### src/disk_request_tag_allocator_macros.svh
// Assertion macros for the disk request tag allocator.
// Included by the top level; needs nothing else.
`ifndef DISK_REQUEST_TAG_ALLOCATOR_MACROS_SVH
`define DISK_REQUEST_TAG_ALLOCATOR_MACROS_SVH

// Same-cycle implication, checked out of reset
`define DRA_ASSERT_IMP(label, clk, rstn, ante, cons, msg) \
    label: assert property (@(posedge clk) disable iff (!rstn) (ante) |-> (cons)) \
        else $error(msg);

// Next-cycle implication, checked out of reset
`define DRA_ASSERT_NXT(label, clk, rstn, ante, cons, msg) \
    label: assert property (@(posedge clk) disable iff (!rstn) (ante) |=> (cons)) \
        else $error(msg);

`endif

### src/dra_ram.sv
// Generic single-write, single-read synchronous RAM with registered read.
// No dependencies.
module dra_ram #(
    parameter int WIDTH = 8,
    parameter int DEPTH = 16
) (
    input  logic                     aclk,
    input  logic                     we,
    input  logic [$clog2(DEPTH)-1:0] waddr,
    input  logic [WIDTH-1:0]         wdata,
    input  logic                     re,
    input  logic [$clog2(DEPTH)-1:0] raddr,
    output logic [WIDTH-1:0]         rdata
);

    logic [WIDTH-1:0] mem [DEPTH];
    logic [WIDTH-1:0] rdata_reg;

    // Write port
    always_ff @(posedge aclk) begin
        if (we) begin
            mem[waddr] <= wdata;
        end
    end

    // Registered read, held between reads
    always_ff @(posedge aclk) begin
        if (re) begin
            rdata_reg <= mem[raddr];
        end
    end

    assign rdata = rdata_reg;

endmodule

### config.mk
export PLATFORM = sky130hd
export DESIGN_NAME = dra_ram
export DESIGN_NICKNAME = d
export VERILOG_FILES = /design/src/disk_request_tag_allocator_macros.svh /design/src/dra_ram.sv
export SDC_FILE = /design/constraint.sdc
export NUM_CORES = 1
export LEC_CHECK = 0
export ABC_AREA = 0
export BUFFER_PORTS_ARGS = -buffer_cell sky130_fd_sc_hd__buf_2
export CAP_MARGIN = 20
export CORE_MARGIN = 1
export CORE_UTILIZATION = 34
export CTS_BUF_LIST = sky130_fd_sc_hd__clkbuf_4 sky130_fd_sc_hd__clkbuf_8 sky130_fd_sc_hd__clkbuf_16
export DETAILED_ROUTE_END_ITERATION = 6
export GPL_TIMING_DRIVEN = 0
export PLACE_DENSITY = 0.5
export SKIP_LAST_GASP = 1
export SYNTH_ARGS = -nofsm -noshare
export SYNTH_HDL_FRONTEND = slang
export SYNTH_SLANG_ARGS = --single-unit
### constraint.sdc
create_clock -name aclk -period 2.8 [get_ports aclk]
set_clock_uncertainty 0.2 [all_clocks]
set_input_delay 0.42 -clock aclk [delete_from_list [all_inputs] [get_ports aclk]]
set_output_delay 0.42 -clock aclk [all_outputs]
set_load 0.05 [all_outputs]
**After elaboration in Yosys (flattened, before gate mapping)**

Memories as Yosys holds them, arrays and structs flattened. A register that Yosys moved wholly into a read port is not among the register bits.
Cells that the tools add are included.

- Register bits after elaboration: 0
- RAM bits: 128
- Input bits: 19
- Word-level logic and storage cells: 3
- Memories: 1

- Mux-type cells: 2

Memory list:

| name | words | width | rd ports | clocked after Yosys merged registers in | wr ports | line | text |
|---|---|---|---|---|---|---|---|
| mem | 16 | 8 | 1 | 1 | 1 | dra_ram.sv:16 | `logic [WIDTH-1:0] mem [DEPTH];` |

Operators by type and width:

| kind | number |
|---|---|
| $mux 1 | 2 |

**Longest topological paths before layout**

- Depth after elaboration: 2
- Gate-level depth with buffers: 5
- Mapped depth without buffers: 3

**Worst setup path before layout**

Ideal clock, no wire load.

- Path type: input -> register
- From: input waddr[2]
- To: memory mem[0][0], enable pin
- Data arrival time: 1.530 ns
- Setup slack: 0.687 ns
- Cell stages on the path: 2
- Path through: or3b_2 > nor3_1

RTL lines:

| what | line | text |
|---|---|---|
| start: declaration | dra_ram.sv:9 | `input logic [$clog2(DEPTH)-1:0] waddr,` |
| end: declaration | dra_ram.sv:16 |  |

Straight into the memory's write port.

**Final worst setup path**

- From: input waddr[2]
- To: memory mem[0][2], enable pin

Straight into the memory's write port.

==> run summary <==
Setup-failing EPs final: 0
placed cells: 442
wire per inst: 22.55 um
Synth Register Bits: 136
pwr dens: 723.9 nW/um2
Post-Layout Cell Count: 471
Max Freq: 482.1 MHz
number of flip-flops in the largest register: 128
fin crit share: 74.09%
cts hold-fix bufs: 0
Starting Density: 35.43%
mux contribution to synthesized area: 14.79%
antenna violations before repair: 0
WP data arrival: 1990 ps
Avg Inst Size Synth: 22.83 um2
synth top area cells: edfxtp_1 78%, mux4_2 7.8%, mux4_1 7.0%, a22oi_1 2.3%, nor2_1 0.93%
clk slew on worst S/H paths: 50 ps
layout net count: 296
Die W: 126.0 um
final WL: 10620 um
clock buffer depth: 2
setup total negative slack: 0 ps
share of the synthesized area in the top cell type: 78.12%
worst-skew pair later-pin latency: 410 ps
Fin. Hold Viols: 0
Die Height: 126.0 um
kind of critical path: input port to flop
Hold Crit Class: input port to flop
I/O Buffers: 25
worst hold margin: 167.8 ps
crit path capture type: flop
CTS tree: done
CTS Sinks: 136
boundary pin count: 27
vias post-DR: 2408
CTS HTree Levels: 4
Max Cap Viol: 0
post-synthesis net count: 248
Tmin final: 2074 ps
unrepaired setup endpoints after global routing: no
routability congestion estimate: 0.7529
Remaining Overflow, GRT: 0
fin worst setup slack: 725.6 ps
postcts setup bufs: 0
Slew Viols, Final: 0
FFs w/ async S/R, synth: 0%
core area: 14750 um2
Pleak: 2.025 nW
largest net degree at the start of global routing: 17
slew at the pin with the worst max-slew slack: 863.7 ps
VDD IR max: 0.4599 mV
Post-synth EDFFs: 136
simple-gate share of the synthesized area: 3.135%
Max FO, Critical Path: 5
CTS Buf Count: 17
Synth Area in XOR/XNOR: 0%
number of remaining DRC errors: 0
sequential fraction of the synthesis area: 78.12%
cell area after layout: 6101 um2
drt first pass iters: 4
top cells by count, synth: 136 x edfxtp_1, 18 x mux4_2, 16 x a22oi_1, 14 x mux4_1, 13 x nor2_1
vias in the first global route: 2552
Post-Syn Instances: 229
Die ar.: 15870 um2
layout cells sized above 1: 28.92%
dpl ws: 268.4 ps
Antenna Nets Post-Route: 0
worst path required time: 2720 ps
main combinational cell family by area after synthesis: multiplexers
Top FF cell, synth: edfxtp_1
Filler Cells Inserted: 1326
leading area contributor after synthesis: edfxtp_1
Slew Limit Headroom: 42.21%
initial DRC count: 211
synth-to-layout area growth: 16.71%
most frequent cell after synthesis: edfxtp_1
post-synth cell types: 18
Tot GR Track Use: 14.90%
first-pass GRT wire length: 16190 um
cts repair resizes: 0
synth warn: 0
startpoint type of the worst setup path: input port
post-synthesis cell area: 5228 um2
Root Driver: clkbuf_16
Placed Area: 5610 um2
Synth Area in Compound Gates: 2.298%
status: complete, no violations
Inserted Diodes: 0
DP HPWL: 6906 um
Row Count: 44
via/cell ratio: 5.113
Post-Synth Adder-Cell Area: 0%
cell usage in the layout (no fill, tap or decap), types with 2 or more instances in the layout:
cell and count:
buf_2 29, clkdlybuf4s25_2 3, buf_4 4, clkinv_2 4
nor2_1 13, nand3b_1 2, nor3_1 4, mux4_2 18
mux4_1 14, nand2b_1 2, a22oi_1 16, clkinv_1 4
nand2_1 9, buf_6 3, clkbuf_4 4, clkbuf_16 17
edfxtp_1 136
kinds of logic after synthesis:
group | count (synthesis)
mux | 32
compound gates | 16
simple gates | 35
flops | 136
buf+inv | 10
final cells by class:
type	instances	area [um2]	share of cell area (%)
timing repair buffer	29	152.6	2.502
sequential	136	4084	66.94
clock inverter	8	35.03	0.5742
clock buffer	21	455.4	7.465
buffer	10	86.33	1.415
multi-input combinational	83	1057	17.33
tap	184	230.2	3.774
where the power goes:
group	leakage, nW	internal [mW]	switching (mW)
Sequential	1.24	2.30	0.00877
Combinational	0.539	0.0895	0.165
Clock	0.250	1.13	0.726
layer usage:
layer	wire length [um]	part of all wire, %	GRT usage [%]	vias to the layer above
met4	121	1.1	4.748	0
met2	5143	48	23.72	83
li1	-	-	-	1069
met1	4794	45	19.21	1245
met3	563	5.3	5.098	11
met5	0	0	0	-
critical path, stage by stage:
cell	delay, ps
buf_2	130
or3b_2	510
nor3_1	650
buf_4	280
worst paths after layout:
| path | start | endpoint | slack, ps | cells past startpoint |
|---|---|---|---|---|
| hold reg to reg | mem[14][2] | rdata[2] | 560 | 3 |
| setup reg to reg | mem[2][2] | rdata[2] | 950 | 3 |
| hold / removal | re | rdata[4] | 170 | 1 |
| setup / recovery | waddr[2] | mem[0][2] | 730 | 4 |
through the flow:
stage               util, %  power (mW)
CTS                   41.35       4.471
global route          41.35       4.580
floorplan                 -       2.496
global placement      37.84       2.600
detailed placement    38.03       2.606
finish                41.35       4.416
No activity file was read; power rests on OpenSTA's default activity.
