--- config.mk ---
export PLATFORM = sky130hd
export DESIGN_NAME = dra_slot_pick
export DESIGN_NICKNAME = d
export VERILOG_FILES = /design/src/disk_request_tag_allocator_macros.svh /design/src/dra_slot_pick.sv
export SDC_FILE = /design/constraint.sdc
export NUM_CORES = 1
export LEC_CHECK = 0
export BUFFER_PORTS_ARGS = -buffer_cell sky130_fd_sc_hd__buf_2
export CAP_MARGIN = 10
export CORE_AREA = 10 10 47 49
export DETAILED_ROUTE_END_ITERATION = 12
export DIE_AREA = 0 0 57 59
export PLACE_DENSITY = 0.67
export SYNTH_ARGS = -nofsm -noshare
export SYNTH_HDL_FRONTEND = slang
export SYNTH_SLANG_ARGS = --single-unit
export TNS_END_PERCENT = 20
--- constraint.sdc ---
create_clock -name vclk -period 3.38
set_input_delay 0.676 -clock vclk [all_inputs]
set_output_delay 0.676 -clock vclk [all_outputs]
set_load 0.02 [all_outputs]
--- src/disk_request_tag_allocator_macros.svh ---
// Assertion macros for the disk request tag allocator.
// Included by the top level; needs nothing else.
`ifndef DISK_REQUEST_TAG_ALLOCATOR_MACROS_SVH
`define DISK_REQUEST_TAG_ALLOCATOR_MACROS_SVH

// Same-cycle implication, checked out of reset
`define DRA_ASSERT_IMP(label, clk, rstn, ante, cons, msg) \
    label: assert property (@(posedge clk) disable iff (!rstn) (ante) |-> (cons)) \
        else $error(msg);

// Next-cycle implication, checked out of reset
`define DRA_ASSERT_NXT(label, clk, rstn, ante, cons, msg) \
    label: assert property (@(posedge clk) disable iff (!rstn) (ante) |=> (cons)) \
        else $error(msg);

`endif

--- src/dra_slot_pick.sv ---
// Lowest-free-slot finder over one client's occupancy word.
// No dependencies.
module dra_slot_pick #(
    parameter int SLOTS = 32,
    localparam int SW = (SLOTS > 1) ? $clog2(SLOTS) : 1
) (
    input  logic [SLOTS-1:0] occupied,
    output logic             found,
    output logic [SW-1:0]    slot
);

    // Scan from the top so the lowest free slot wins
    always_comb begin
        found = 1'b0;
        slot  = '0;
        for (int i = SLOTS - 1; i >= 0; i--) begin
            if (!occupied[i]) begin
                found = 1'b1;
                slot  = SW'(i);
            end
        end
    end

endmodule

After elaboration in Yosys (flattened, before gate mapping)
Cells that the tools add are included.

operators by class
  multiplexer cells = 64

operators with widths
  operator          number
  5-bit 2-to-1 mux  32
  1-bit 2-to-1 mux  32

word-level totals
  register bits after elaboration = 0
  input port bits = 32
  output and inout port bits = 6
  logic and storage cells = 64

Longest topological paths before layout
  depth after elaboration = 32
  gate-level depth with buffers = 5
  gate-level depth less buffers = 5

Worst setup path after synthesis
OpenSTA, ideal clock, no wires.

  path kind = input to output
  start point = input port occupied[2]
  end point = output port slot[4]
  arrival = 1,639 ps
  data required time = 2,704 ps
  setup slack = 1,065 ps
  stages = 3
  buffers on the path = 0
  cell sequence = nand4_1 or3_4 nor4_2

between the ends
  word-level cells in the longest chain between the ends = 3

ends and longest elaborated chain
  item                            line                 RTL
  start, declared                 dra_slot_pick.sv:7   input logic [SLOTS-1:0] occupied,
  5-bit 2-to-1 mux (3 in series)  dra_slot_pick.sv:17  if (!occupied[i]) begin
  end, declared                   dra_slot_pick.sv:9   output logic [SW-1:0] slot

No other way between the ends.

Worst setup path in the final report
  start point = input port occupied[11]
  end point = output port slot[0]

between the ends
  word-level cells in the longest chain between the ends = 12

ends and longest elaborated chain
  item                             line
  5-bit 2-to-1 mux (12 in series)  dra_slot_pick.sv:17

No other way between the ends.

==> results.txt <==
* Seq Cell Count: 0
- Overall Global Routing Usage: 8.72%
- Net total in the final layout: 138
- In this run the mean area of a mapped cell was 5.95 um2.
* Static power due to leakage: 0.000291 uW
* Antenna violations before repair: 0
- Entering global routing, the biggest net connects 6 pins.
- For the pin with the worst max-slew slack, the measured transition is 0.277 ns.
* Yosys synthesis warning count: 0
* Die width: 57 um
- Measured along the y axis, the die boundary spans 59 um.
- After layout, the worst setup slack is 0.910 ns.
* Wire length per cell: 13.2 um
- The first global-routing pass estimated 2620 um of wire.
- Mapped cell area: 393 um2
* Top achievable clock speed: 0.405 GHz
* Sum of net half-perimeters after detailed placement: 1420 um
* Required time of the worst setup path: 2.70 ns
- Sequential cell fraction of total power: 0%
* Period utilization: 73.1%
* Post-Synthesis Net Count: 98
* Detailed Route WL: 1590 um
- The total area inside the core boundary comes to 1400 um2.
* Count of different cell masters after synthesis: 22
- Count of pins over their slew limit: 0
- Ranking of synthesized cells by instance count: 11 x sky130_fd_sc_hd__nand2_1, 9 x sky130_fd_sc_hd__nand4_1, 6 x sky130_fd_sc_hd__inv_1, 6 x sky130_fd_sc_hd__nand3_1, 5 x sky130_fd_sc_hd__a21oi_1
- Among all cell types in the netlist, the one instantiated most often is sky130_fd_sc_hd__nand2_1.
- The clock buffers instantiated in the layout total 0.
* Setup crit end kind: output port
- Die area: 3360 um2
* WHS: 1.74 ns
- Cells fill 43.0% of the core in the end.
- Post-Layout Inst Area: 603 um2
* Combinational group share of total power: 100.0%
* Post-Syn Instances: 66
- The share of synthesized area in the top cell type comes to 14.3%.
- Total of max-cap violations: 0
- Startpoint kind of the worst setup timing path: input port
* Shortest clock period the worst path allows after layout: 2.47 ns
- Critical path type: input port to output port
- Summed over all instances, the cell type with the most area after synthesis is sky130_fd_sc_hd__nand4_1.
- First-pass iteration count of the detailed router: 4
- In this run, post-CTS repair resized a total of 0 instances.
* Share of the yosys chip area belonging to registers: 0%
- Prior to clock tree synthesis, the placed netlist has a worst setup slack of 0.928 ns.
* Arrival time worst endpoint: 1.79 ns
- Area growth syn-to-layout: 53.5%
* Number of fillers in the final layout: 162
- Effective utilization at floorplan: 28.0%
* Count of port buffers added during placement: 38
* Number of hold violations in the final report: 0
- Routability Congestion: 0.775
* Total congestion overflow after global routing: 0
* Worst Hold Class: input port to output port
* Number of global-route vias before repair: 637
* Cell Pwr Density: 90.1 nW/um2
* Routed Antenna Nets: 0
* Setup repair after global routing missed its margin: no
- Finish-stage setup viols: 0
- The routed layout has 644 vias.
- For this design the total switching power over the nets is 30.6 uW.
- In this run the core area contains 14 standard-cell rows.
* Multi-input combinational cell area: 370 um2
* DRC errors left: 0
- 38 I/O pins were placed.
- Largest fanout on the critical path: 4
- Antenna Cells: 0
* Via/cell ratio: 5.37
- Top cells by area, synth: sky130_fd_sc_hd__nand4_1 14%, sky130_fd_sc_hd__nand2_1 11%, sky130_fd_sc_hd__nand3_1 7.6%
- Worst-case headroom to the max-slew limit: 81.5%
* Switching share of power: 56.3%
* Initial DRC count: 16
* Status: complete, no violations
- Proportion of power drawn by the clock network: 0%
- Post-DP Area: 603 um2
- Across the whole layout, storage elements account for 0 um2.
- Buffers inserted to repair hold after CTS numbered 0.
* Highest ir drop seen on vdd: 0.0000394 V
- Buffers added to address setup during post-CTS repair amount to 0.
- The internal power of the cells totals 23.7 uW.
- For the final routed database, the setup TNS stands at 0 ns.
- Layout cell share with drive strength beyond 1: 42.3%
==> layout make-up <==
cell class,instances,area share [%]
Inverter,6,3.73
Multi-Input combinational cell,60,61.4
Tap cell,16,3.32
Timing Repair Buffer,38,31.5
==> path summary, 6_finish.rpt <==
path	startpoint	end	slack, ns	cells after the start
setup / recovery	occupied[11]	slot[0]	0.91	7
hold / removal	occupied[0]	slot[0]	1.74	3
==> worst max-delay path: stages <==
cell and delay (ns):
sky130_fd_sc_hd__buf_2 0.12, sky130_fd_sc_hd__inv_1 0.05, sky130_fd_sc_hd__o21ai_1 0.06, sky130_fd_sc_hd__a21o_1 0.20
sky130_fd_sc_hd__a2111oi_2 0.29, sky130_fd_sc_hd__o221a_2 0.23, sky130_fd_sc_hd__buf_2 0.16
==> logic make-up after synthesis <==
group                  share of synthesized area [%]
AO/OA/AOI/OAI                                   36.0
buffers and inverters                           5.73
AND/OR/NAND/NOR                                 58.3
==> cells in the final DEF (no fill, tap or decap) <==
cell type                   synthesis  routed
sky130_fd_sc_hd__a2111oi_2          1       1
sky130_fd_sc_hd__a211oi_1           1       1
sky130_fd_sc_hd__a21o_1             1       1
sky130_fd_sc_hd__a21oi_1            5       5
sky130_fd_sc_hd__a31oi_1            4       4
sky130_fd_sc_hd__and4_1             1       1
sky130_fd_sc_hd__buf_2              0      38
sky130_fd_sc_hd__inv_1              6       6
sky130_fd_sc_hd__nand2_1           11      11
sky130_fd_sc_hd__nand2b_1           1       1
sky130_fd_sc_hd__nand3_1            6       6
sky130_fd_sc_hd__nand3b_1           2       2
sky130_fd_sc_hd__nand4_1            9       9
sky130_fd_sc_hd__nor2_1             4       4
sky130_fd_sc_hd__nor3_1             1       1
sky130_fd_sc_hd__nor3_4             1       1
sky130_fd_sc_hd__nor4_2             1       1
sky130_fd_sc_hd__o2111ai_1          2       2
sky130_fd_sc_hd__o21ai_0            4       4
sky130_fd_sc_hd__o21ai_1            1       1
sky130_fd_sc_hd__o21bai_1           1       1
sky130_fd_sc_hd__o221a_2            1       1
sky130_fd_sc_hd__or3_4              2       2
==> power groups by stage <==
stage	clock, uW	sequential [uW]	combinational, uW
after floorplan	0	0	19.7
after global placement	0	0	53.1
after detailed placement	0	0	53.9
after CTS	0	0	54.1
after global routing	0	0	60.8
final	0	0	54.4
==> layer usage <==
| metal | track usage (%) | part of all wire (%) |
|---|---|---|
| met5 | 0 | 0 |
| met4 | 0.671 | 0 |
| met3 | 3.86 | 12 |
| met2 | 15.0 | 42 |
| met1 | 10.1 | 47 |
==> per-stage QoR <==
stage,std cells,total power [uW]
finish,120,54.4
global route,120,60.8
CTS,120,54.1
detailed placement,120,53.9
global placement,120,53.1
floorplan,66,19.7
Note: power is estimated with default switching activity, not from simulation.
